$ cat src/rtl/assert_macros.svh
// assertion macros shared by the rtl
`ifndef ASSERT_MACROS_SVH
`define ASSERT_MACROS_SVH

`ifndef NO_ASSERTIONS

`define ASSERT_ALWAYS(lbl, clk, rst, cond, msg) \
   lbl: assert property (@(posedge clk) disable iff (rst) (cond)) else $error(msg);

`define ASSERT_SAME(lbl, clk, rst, ante, cons, msg) \
   lbl: assert property (@(posedge clk) disable iff (rst) (ante) |-> (cons)) else $error(msg);

`define ASSERT_NEXT(lbl, clk, rst, ante, cons, msg) \
   lbl: assert property (@(posedge clk) disable iff (rst) (ante) |=> (cons)) else $error(msg);

`else

`define ASSERT_ALWAYS(lbl, clk, rst, cond, msg)

`define ASSERT_SAME(lbl, clk, rst, ante, cons, msg)

`define ASSERT_NEXT(lbl, clk, rst, ante, cons, msg)

`endif

`endif

$ cat src/rtl/rcsbus_pkg.sv
// types, constants and helper functions of the sbus frame encoder
package rcsbus_pkg;

   localparam int FRAME_LEN = 25;
   localparam int NUM_CH    = 16;
   localparam int CH_BITS   = 11;

   localparam logic [7:0]  FRAME_SYNC        = 8'h0F;
   localparam logic [10:0] CH_LOW            = 11'd192;
   localparam logic [10:0] CH_HIGH           = 11'd1792;
   localparam logic [10:0] AUX_RESET         = 11'd172;
   localparam logic [18:0] CH14_Q16          = 19'd460555;
   localparam logic [12:0] PWM_FULL          = 13'd6666;
   localparam logic [15:0] RSSI_WEIGHT_RESET = 16'd655;

   typedef struct packed {
      logic [7:0] pkt_byte0;
      logic [7:0] pkt_byte1;
      logic [7:0] pkt_byte2;
      logic [7:0] pkt_byte3;
      logic [7:0] pkt_byte4;
      logic [7:0] pkt_switch_byte;
      logic [7:0] rssi_sample;
   } req_payload_type;

   typedef struct packed {
      logic [7:0]  frame_byte;
      logic        frame_last;
      logic [12:0] rssi_pwm_compare;
   } rsp_payload_type;

   typedef struct packed {
      logic load;
      logic avg;
      logic calc;
      logic shift;
   } dp_cmd_type;

   typedef struct packed {
      logic last_beat;
   } dp_status_type;

   typedef enum logic [1:0] {
      ST_IDLE,
      ST_AVG,
      ST_CALC,
      ST_SEND
   } state_type;

   // floor(x / 1023) for x below 2^21, by folding the 1024-weighted part twice
   function automatic logic [10:0] div1023(input logic [20:0] x);
      logic [10:0] q0;
      logic [11:0] r0;
      logic [1:0]  q1;
      logic [10:0] r1;
      logic        q2;
      q0 = x[20:10];
      r0 = {2'b00, x[9:0]} + {1'b0, q0};
      q1 = r0[11:10];
      r1 = {1'b0, r0[9:0]} + {9'd0, q1};
      q2 = (r1 >= 11'd1023);
      return q0 + {9'd0, q1} + {10'd0, q2};
   endfunction

   // slot switch position to channel value, positions above six saturate
   function automatic logic [10:0] slot_map(input logic [2:0] pos);
      logic [10:0] val;
      case (pos)
         3'd0: val = 11'd192;
         3'd1: val = 11'd458;
         3'd2: val = 11'd725;
         3'd3: val = 11'd992;
         3'd4: val = 11'd1258;
         3'd5: val = 11'd1525;
         default: val = 11'd1792;
      endcase
      return val;
   endfunction

endpackage

$ cat src/rtl/rc_packet_to_sbus_frame_top.sv
// top level of the radio packet to sbus frame encoder
`include "assert_macros.svh"

// One accepted packet beat becomes a 25-beat sbus frame on the rsp channel, one byte per
// beat, with frame_last on the final byte and the rssi pwm compare value repeated on every
// beat. After a packet is taken the block passes through ST_AVG and ST_CALC for the rssi
// average and the channel math, then streams the frame from a single 200-bit shift register;
// req_stall stays high until the last frame byte is taken, and the next packet can be taken
// in the cycle after that, so the block takes no new packet while a frame is out. The rssi
// weight register may be written only while idle.
module rc_packet_to_sbus_frame_top #(
   parameter int SWITCH_SLOTS = 11
) (
   input  logic                        clock,
   input  logic                        reset,
   input  logic                        req_valid,
   output logic                        req_stall,
   input  rcsbus_pkg::req_payload_type req_payload,
   output logic                        rsp_valid,
   input  logic                        rsp_stall,
   output rcsbus_pkg::rsp_payload_type rsp_payload,
   input  logic                        csr_wr_en,
   input  logic [15:0]                 csr_wr_data
);
   import rcsbus_pkg::*;

   dp_cmd_type    cmd;
   dp_status_type status;

   rcsbus_ctrl u_ctrl (
      .clock     (clock),
      .reset     (reset),
      .req_valid (req_valid),
      .req_stall (req_stall),
      .rsp_valid (rsp_valid),
      .rsp_stall (rsp_stall),
      .status    (status),
      .cmd       (cmd)
   );

   rcsbus_dp #(
      .SWITCH_SLOTS (SWITCH_SLOTS)
   ) u_dp (
      .clock       (clock),
      .reset       (reset),
      .csr_wr_en   (csr_wr_en),
      .csr_wr_data (csr_wr_data),
      .req_payload (req_payload),
      .cmd         (cmd),
      .status      (status),
      .rsp_payload (rsp_payload)
   );

   logic sync_ok;
   logic last_take;

   assign sync_ok   = (rsp_payload.frame_byte == FRAME_SYNC);
   assign last_take = rsp_valid && !rsp_stall && rsp_payload.frame_last;

   // no new packet while a frame is out
   `ASSERT_SAME(a_no_accept_in_frame, clock, reset, rsp_valid, req_stall, "packet taken mid frame")
   // frame starts after the packet beat, once the ST_AVG and ST_CALC states have passed
   `ASSERT_SAME(a_frame_start, clock, reset, req_valid && !req_stall, ##3 rsp_valid, "frame late")
   // every frame opens with the sync byte
   `ASSERT_SAME(a_sync_first, clock, reset, $rose(rsp_valid), sync_ok, "bad sync byte")
   // frame ends after the last beat is taken
   `ASSERT_NEXT(a_frame_end, clock, reset, last_take, !rsp_valid, "beat after last")

endmodule

$ cat src/rtl/rcsbus_ctrl.sv
// control state machine of the sbus frame encoder
module rcsbus_ctrl (
   input  logic                   clock,
   input  logic                   reset,
   input  logic                   req_valid,
   output logic                   req_stall,
   output logic                   rsp_valid,
   input  logic                   rsp_stall,
   input  rcsbus_pkg::dp_status_type status,
   output rcsbus_pkg::dp_cmd_type    cmd
);
   import rcsbus_pkg::*;

   state_type state_ff;
   state_type state_in;

   always_ff @(posedge clock) begin
      if (reset) begin
         state_ff <= ST_IDLE;
      end else begin
         state_ff <= state_in;
      end
   end

   always_comb begin
      state_in  = state_ff;
      cmd       = '0;
      req_stall = 1'b1;
      rsp_valid = 1'b0;
      case (state_ff)
         ST_IDLE: begin
            req_stall = 1'b0;
            if (req_valid) begin
               cmd.load = 1'b1;
               state_in = ST_AVG;
            end
         end
         ST_AVG: begin
            cmd.avg  = 1'b1;
            state_in = ST_CALC;
         end
         ST_CALC: begin
            cmd.calc = 1'b1;
            state_in = ST_SEND;
         end
         ST_SEND: begin
            rsp_valid = 1'b1;
            if (!rsp_stall) begin
               cmd.shift = 1'b1;
               if (status.last_beat) begin
                  state_in = ST_IDLE;
               end
            end
         end
         default: begin
            state_in = ST_IDLE;
         end
      endcase
   end

endmodule

$ cat src/rtl/rcsbus_dp.sv
// datapath: rssi average, channel math, aux slot store and frame shifter
module rcsbus_dp #(
   parameter int SWITCH_SLOTS = 11
) (
   input  logic                       clock,
   input  logic                       reset,
   input  logic                       csr_wr_en,
   input  logic [15:0]                csr_wr_data,
   input  rcsbus_pkg::req_payload_type req_payload,
   input  rcsbus_pkg::dp_cmd_type      cmd,
   output rcsbus_pkg::dp_status_type   status,
   output rcsbus_pkg::rsp_payload_type rsp_payload
);
   import rcsbus_pkg::*;

   localparam int FRAME_BITS = 8 * FRAME_LEN;
   localparam int CH_FIELD   = NUM_CH * CH_BITS;

   logic [39:0]           word_ff;
   logic [7:0]            sw_ff;
   logic [7:0]            sample_ff;
   logic [15:0]           weight_ff;
   logic [23:0]           avg_ff;
   logic [23:0]           avg_in;
   logic [20:0]           prod_ff [4];
   logic [FRAME_BITS-1:0] frame_ff;
   logic [12:0]           pwm_ff;
   logic [12:0]           pwm_in;
   logic [4:0]            beat_ff;
   logic [10:0]           aux_ff [SWITCH_SLOTS];

   // rssi average, old value weighted by 1 - w
   logic [16:0] keep_w;
   logic [40:0] old_part;
   logic [23:0] new_part;
   logic [41:0] avg_sum;

   assign keep_w   = 17'h10000 - {1'b0, weight_ff};
   assign old_part = {17'd0, avg_ff} * {24'd0, keep_w};
   assign new_part = {16'd0, sample_ff} * {8'd0, weight_ff};
   assign avg_sum  = {2'b00, new_part, 16'd0} + {1'b0, old_part};
   assign avg_in   = avg_sum[39:16];

   always_ff @(posedge clock) begin
      if (reset) begin
         weight_ff <= RSSI_WEIGHT_RESET;
         avg_ff    <= '0;
      end else begin
         if (csr_wr_en) begin
            weight_ff <= csr_wr_data;
         end
         if (cmd.avg) begin
            avg_ff <= avg_in;
         end
      end
   end

   always_ff @(posedge clock) begin
      if (cmd.load) begin
         word_ff   <= {req_payload.pkt_byte4, req_payload.pkt_byte3, req_payload.pkt_byte2,
                       req_payload.pkt_byte1, req_payload.pkt_byte0};
         sw_ff     <= req_payload.pkt_switch_byte;
         sample_ff <= req_payload.rssi_sample;
      end
   end

   // stick times 1600 as shifts and adds
   always_ff @(posedge clock) begin
      if (cmd.avg) begin
         for (int i = 0; i < 4; i++) begin
            prod_ff[i] <= {1'b0, word_ff[10*i +: 10], 10'd0}
                        + {2'b00, word_ff[10*i +: 10], 9'd0}
                        + {5'd0, word_ff[10*i +: 10], 6'd0};
         end
      end
   end

   // channel 14 and pwm from the updated average, both rounded up
   logic [6:0]  half;
   logic [25:0] ch14_prod;
   logic [25:0] ch14_sum;
   logic [10:0] ch14_val;
   logic [28:0] pwm_prod;
   logic [28:0] pwm_sum;

   assign half      = avg_ff[23:17];
   assign ch14_prod = {19'd0, half} * {7'd0, CH14_Q16};
   assign ch14_sum  = ch14_prod + 26'd65535;
   assign ch14_val  = CH_HIGH - {1'b0, ch14_sum[25:16]};
   assign pwm_prod  = {5'd0, avg_ff} * 29'd26;
   assign pwm_sum   = pwm_prod + 29'd65535;
   assign pwm_in    = PWM_FULL - pwm_sum[28:16];

   // slot switch
   logic [3:0]  slot_k;
   logic [10:0] slot_val;
   logic [10:0] slot_hit;
   logic [10:0] aux_rd [9];

   assign slot_k   = sw_ff[4:1];
   assign slot_val = slot_map(sw_ff[7:5]);

   for (genvar i = 0; i < 11; i++) begin : g_hit
      if (i < SWITCH_SLOTS) begin : g_on
         assign slot_hit[i] = (slot_k == 4'(i));
      end else begin : g_off
         assign slot_hit[i] = 1'b0;
      end
   end

   for (genvar i = 0; i < 9; i++) begin : g_rd
      if (i < SWITCH_SLOTS) begin : g_on
         assign aux_rd[i] = aux_ff[i];
      end else begin : g_off
         assign aux_rd[i] = AUX_RESET;
      end
   end

   for (genvar i = 0; i < SWITCH_SLOTS; i++) begin : g_aux
      always_ff @(posedge clock) begin
         if (reset) begin
            aux_ff[i] <= AUX_RESET;
         end else if (cmd.calc && slot_hit[i]) begin
            aux_ff[i] <= slot_val;
         end
      end
   end

   // channel table and packing
   logic [10:0]         ch [NUM_CH];
   logic [CH_FIELD-1:0] ch_packed;

   always_comb begin
      ch[3] = div1023(prod_ff[0]) + CH_LOW;
      ch[2] = div1023(prod_ff[1]) + CH_LOW;
      ch[1] = div1023(prod_ff[2]) + CH_LOW;
      ch[0] = div1023(prod_ff[3]) + CH_LOW;
      ch[4] = sw_ff[0] ? CH_HIGH : CH_LOW;
      for (int i = 0; i < 9; i++) begin
         ch[5 + i] = aux_rd[i];
      end
      ch[14] = ch14_val;
      ch[15] = ch[2];
      for (int i = 0; i < 11; i++) begin
         if (slot_hit[i]) begin
            ch[5 + i] = slot_val;
         end
      end
      for (int c = 0; c < NUM_CH; c++) begin
         ch_packed[CH_BITS*c +: CH_BITS] = ch[c];
      end
   end

   always_ff @(posedge clock) begin
      if (cmd.calc) begin
         frame_ff <= {16'd0, ch_packed, FRAME_SYNC};
         pwm_ff   <= pwm_in;
      end else if (cmd.shift) begin
         frame_ff <= {8'd0, frame_ff[FRAME_BITS-1:8]};
      end
   end

   always_ff @(posedge clock) begin
      if (reset) begin
         beat_ff <= '0;
      end else if (cmd.calc) begin
         beat_ff <= '0;
      end else if (cmd.shift) begin
         beat_ff <= beat_ff + 5'd1;
      end
   end

   assign status.last_beat             = (beat_ff == 5'(FRAME_LEN - 1));
   assign rsp_payload.frame_byte       = frame_ff[7:0];
   assign rsp_payload.frame_last       = status.last_beat;
   assign rsp_payload.rssi_pwm_compare = pwm_ff;

endmodule

$ cat config.mk
export PLATFORM = sky130hd
export DESIGN_NAME = rc_packet_to_sbus_frame_top
export DESIGN_NICKNAME = d
export VERILOG_FILES = /design/src/rtl/rcsbus_pkg.sv /design/src/rtl/rc_packet_to_sbus_frame_top.sv /design/src/rtl/rcsbus_ctrl.sv /design/src/rtl/rcsbus_dp.sv
export VERILOG_INCLUDE_DIRS = /design/src /design/src/rtl
export SDC_FILE = /design/constraint.sdc
export NUM_CORES = 2
export LEC_CHECK = 0
export ABC_AREA = 1
export BUFFER_PORTS_ARGS = -buffer_cell sky130_fd_sc_hd__buf_4
export CAP_MARGIN = 20
export CORE_MARGIN = 4
export CORE_UTILIZATION = 55
export DETAILED_ROUTE_END_ITERATION = 7
export GPL_TIMING_DRIVEN = 0
export PLACE_DENSITY = 0.68
export SYNTH_ARGS = -nofsm -noshare
export SYNTH_HDL_FRONTEND = slang
export SYNTH_SLANG_ARGS = --single-unit
$ cat constraint.sdc
create_clock -name clock -period 22.3 [get_ports clock]
set_input_delay 0 -clock clock [delete_from_list [all_inputs] [get_ports clock]]
set_output_delay 0 -clock clock [all_outputs]
set_load 0.02 [all_outputs]
==> flow_summary.rst <==
.. list-table::
   :header-rows: 1

   * - Metric
     - Value
   * - Fin. Hold Viols
     - 0
   * - Dominant combinational cell family by area after synthesis
     - adder cells
   * - Netlist area before placement
     - 45700 um^2
   * - Max Cap Viol
     - 0
   * - Synth unique cells
     - 60
   * - Count of filler cells inserted in the layout
     - 7257
   * - Worst-margin pin slew
     - 1.14 ns
   * - Worst rel slew slack
     - 0.240
   * - Post-place instance area
     - 47900 um^2
   * - GPL Wtd Cong
     - 0.968
   * - Reg-to-Reg End
     - u_dp.avg_ff[20]
   * - Quantity of I/O buffers inserted on ports
     - 100
   * - Synthesized area per cell
     - 8.45 um^2
   * - Clock transition at the registers of the reported paths
     - 0.06 ns
   * - Die span in x
     - 296 um
   * - Met2 GRT Util
     - 0.447
   * - Launching element of the worst setup path
     - u_dp.sample_ff[3]
   * - Initial detailed-routing violation count
     - 3110
   * - Overall via count from detail_route
     - 36400
   * - Post-route cell area
     - 50500 um^2
   * - Routed len/inst
     - 18.0 um
   * - Crit path kind
     - register to register
   * - Worst Reg2Reg Path Length in Cells
     - 36
   * - Most instantiated library cell after synthesis
     - sky130_fd_sc_hd__nand2_1
   * - Ranking of synthesized cells by instance count
     - 1204 x sky130_fd_sc_hd__nand2_1, 1182 x sky130_fd_sc_hd__inv_1, 518 x sky130_fd_sc_hd__fa_1
   * - Crit path capture type
     - register
   * - Routing usage on met1
     - 0.418
   * - Global routing's busiest layer
     - met2
   * - Number of setup violations in the final report
     - 0
   * - H-tree Lvls
     - 2
   * - Pin count of the biggest net entering global routing
     - 113
   * - Max Fanout on Critical Path
     - 10
   * - Unrepaired setup endpoints after global routing
     - false
   * - Share of synthesized area spent on multiplexers
     - 0
   * - Wire length of the first global-routing pass
     - 195000 um
   * - Result of the run
     - finished clean
   * - Post-synth EDFFs
     - 395
   * - Met3 Usage GRT
     - 0.0455
   * - FFs w/ async S/R, synth
     - 0
   * - Kind of cell with the highest combined delay on the critical path
     - adder cells
   * - Total Wirelength
     - 122000 um
   * - Post-CTS Hold Fix Bufs
     - 88
   * - Initial core utilization
     - 0.556
   * - Post-Place Cells
     - 6585
   * - Endpoint of the most critical setup path
     - u_dp.avg_ff[20]
   * - Area overhead of the layout relative to synthesis
     - 10.5%
   * - 1st-pass router iterations
     - 6
   * - Worst hold path stage count
     - 3
   * - Pins over their slew limit
     - 0
   * - Post-Synth XOR/XNOR Area
     - 0.0226
   * - Worst reg-to-reg setup slack
     - 12.98 ns
   * - Setup_tns
     - 0 ns
   * - Worst clock skew on the final layout
     - 0.0497 ns
   * - Post-detailed-route count of antenna-violating nets
     - 0
   * - Number of nets produced by synthesis
     - 6374
   * - Clock tree from TritonCTS
     - built
   * - Chip Height
     - 296 um
   * - Initial antenna violation count
     - 0
   * - Main flop type after synthesis
     - sky130_fd_sc_hd__edfxtp_1
   * - Cell types occupying the most area after synthesis
     - sky130_fd_sc_hd__edfxtp_1 26%, sky130_fd_sc_hd__fa_1 23%, sky130_fd_sc_hd__ha_1 10%, sky130_fd_sc_hd__nand2_1 9.9%, sky130_fd_sc_hd__inv_1 9.7%
   * - Post-CTS setup-driven buffer insertion count
     - 0
   * - DR DRC count
     - 0
   * - Number of cells upsized or downsized after cts
     - 0
   * - Maximum buffer depth of the clock tree
     - 3
   * - CTS Sinks
     - 450
   * - Fmax achieved
     - 0.107 GHz
   * - Cell with the most instances on the worst path
     - sky130_fd_sc_hd__inv_1
   * - Signal arrival time at the worst endpoint
     - 9.83 ns
   * - Critical path depth
     - 36
   * - Simple-gate share of the synthesized area
     - 0.174
   * - Overflow left after global routing
     - 0
   * - Number of top-level pins
     - 101
   * - CP peak stage delay
     - 0.64 ns
   * - Count of placed standard cells in the final layout, fillers left out
     - 6767
   * - Core area
     - 82200 um^2
   * - Floorplan row count
     - 105
   * - Launching element type of the critical path
     - register
   * - Yosys warns
     - 0
   * - Later-pin clock latency in the skew report
     - 0.63 ns
   * - Total half-perimeter wirelength after legalization and detailed placement
     - 96100 um
   * - Via-to-Cell Ratio
     - 5.38
   * - Worst path bufs/invs
     - 13
   * - Global router's overall resource usage
     - 0.284
   * - Synth Area in Adders
     - 0.328
   * - Worst R2R Start
     - u_dp.sample_ff[3]
   * - Number of buffers created by CTS
     - 50
   * - Top cell type's share of synthesized area
     - 0.259
   * - Fraction of layout instances using a drive strength above 1
     - 0.0486
   * - Flop and latch count out of synthesis
     - 450
   * - Final period util
     - 0.418
   * - Net count of the finished layout
     - 6618
   * - Cells after Synth
     - 5411
   * - Ant. Diodes
     - 0
   * - Critical-path cell with the highest stage delay
     - sky130_fd_sc_hd__o21ai_0
   * - Area fraction in compound gates after synthesis
     - 0.0782
   * - Die outline area
     - 87800 um^2
   * - CTS Root Cell
     - sky130_fd_sc_hd__clkbuf_16
   * - Fraction of the yosys area taken by sequential cells
     - 0.284
   * - Shortest period the worst path allows
     - 9.32 ns
   * - Class of the tightest hold or removal check
     - input pin to register
   * - Cell type with the highest aggregate area in the netlist
     - sky130_fd_sc_hd__edfxtp_1
   * - Via count of the first global-routing pass
     - 36100
   * - Critical path data required time
     - 22.81 ns
final cells by class:
cell class	count	area, um^2	share of cell area
clock buffers	57	1300	0.0257
multi-input cells	3584	27500	0.545
well taps	1070	1340	0.0265
plain buffers	172	697	0.0138
repair buffers	192	1700	0.0336
clock inverters	37	460	0.00911
flip-flops and latches	450	13000	0.257
inverters	1205	4530	0.0897
logic make-up (layout without fill, tap and decap cells):
| kind of cell | after synthesis | count (layout) |
|---|---|---|
| AO/OA/AOI/OAI | 625 | 625 |
| XOR/XNOR | 116 | 116 |
| buffers and inverters | 1377 | 1663 |
| AND/OR/NAND/NOR | 1957 | 1957 |
| adder cells (fa/ha/maj) | 886 | 886 |
| flip-flops | 450 | 450 |
worst min-delay path by stage:
stage / start / end / slack (ns)
2_1_floorplan: req_payload[0] / u_dp.sample_ff[0] / 0.1
3_3_place_gp: req_payload[48] / u_dp.word_ff[0] / 0.18
3_5_place_dp: req_payload[51] / u_dp.word_ff[3] / 0.18
4_1_cts: req_payload[9] / u_dp.sw_ff[1] / 0.06
5_1_grt: req_payload[8] / u_dp.sw_ff[0] / 0.09
6_report: csr_wr_en / u_dp.weight_ff[1] / 0.09
cells in the final DEF (no fill, tap or decap), types with 7 or more instances in the layout:
master	Yosys	routed
sky130_fd_sc_hd__ha_1	368	367
sky130_fd_sc_hd__nor4_1	10	10
sky130_fd_sc_hd__dfxtp_1	55	55
sky130_fd_sc_hd__nand2_1	1204	1204
sky130_fd_sc_hd__inv_1	1182	1180
sky130_fd_sc_hd__xor2_1	73	73
sky130_fd_sc_hd__nand3_1	110	110
sky130_fd_sc_hd__nand2_2	24	24
sky130_fd_sc_hd__buf_1	8	8
sky130_fd_sc_hd__clkinv_1	7	17
sky130_fd_sc_hd__nor3_1	34	34
sky130_fd_sc_hd__fa_1	518	518
sky130_fd_sc_hd__a21o_1	54	54
sky130_fd_sc_hd__o22ai_1	7	7
sky130_fd_sc_hd__a211oi_1	8	8
sky130_fd_sc_hd__edfxtp_1	395	395
sky130_fd_sc_hd__nor2_2	9	9
sky130_fd_sc_hd__a21oi_1	225	225
sky130_fd_sc_hd__bufinv_16	0	8
sky130_fd_sc_hd__nand4_1	48	48
sky130_fd_sc_hd__nor2_1	479	479
sky130_fd_sc_hd__dlygate4sd3_1	0	88
sky130_fd_sc_hd__clkbuf_1	148	153
sky130_fd_sc_hd__xnor2_1	42	42
sky130_fd_sc_hd__buf_4	10	110
sky130_fd_sc_hd__clkbuf_16	0	50
sky130_fd_sc_hd__a31oi_1	21	21
sky130_fd_sc_hd__clkinv_2	0	8
sky130_fd_sc_hd__o21ai_0	229	229
sky130_fd_sc_hd__o211ai_1	9	9
sky130_fd_sc_hd__a22o_1	31	31
sky130_fd_sc_hd__inv_2	16	17
flip-flops by register name (all words and copies together) (netlist names), 8 cells and up:
| name | cells |
|---|---|
| u_dp.weight_ff | 16 |
| u_dp.aux_ff | 90 |
| u_dp.pwm_ff | 13 |
| u_dp.avg_ff | 24 |
| u_dp.word_ff | 40 |
| u_dp.sw_ff | 8 |
| u_dp.prod_ff | 60 |
| u_dp.sample_ff | 8 |
| u_dp.frame_ff | 184 |
per-stage QoR:
stage | setup WS, ns | hold slack [ns] | utilization
2_1_floorplan | 14.41 | 0.0989 | -
3_3_place_gp | 13.05 | 0.178 | 0.581
3_5_place_dp | 13.01 | 0.179 | 0.582
4_1_cts | 13.02 | 0.0646 | 0.614
5_1_grt | 12.54 | 0.0912 | 0.614
6_report | 12.98 | 0.0941 | 0.614
worst min-delay path: cells and delay by family:
| family | cells | cell delay [ns] |
|---|---|---|
| AOI/OAI and AO/OA | 1 | 0.22 |
| buffers and inverters | 2 | 0.43 |
per-layer routing:
metal	vias to the layer above	share of wire
met5	-	0
met4	0	0.024
met3	187	0.085
met2	1339	0.45
met1	17600	0.44
li1	17300	-
Power is not shown: default switching activity piles up to over one toggle a cycle in this logic, so the estimate is an artifact.
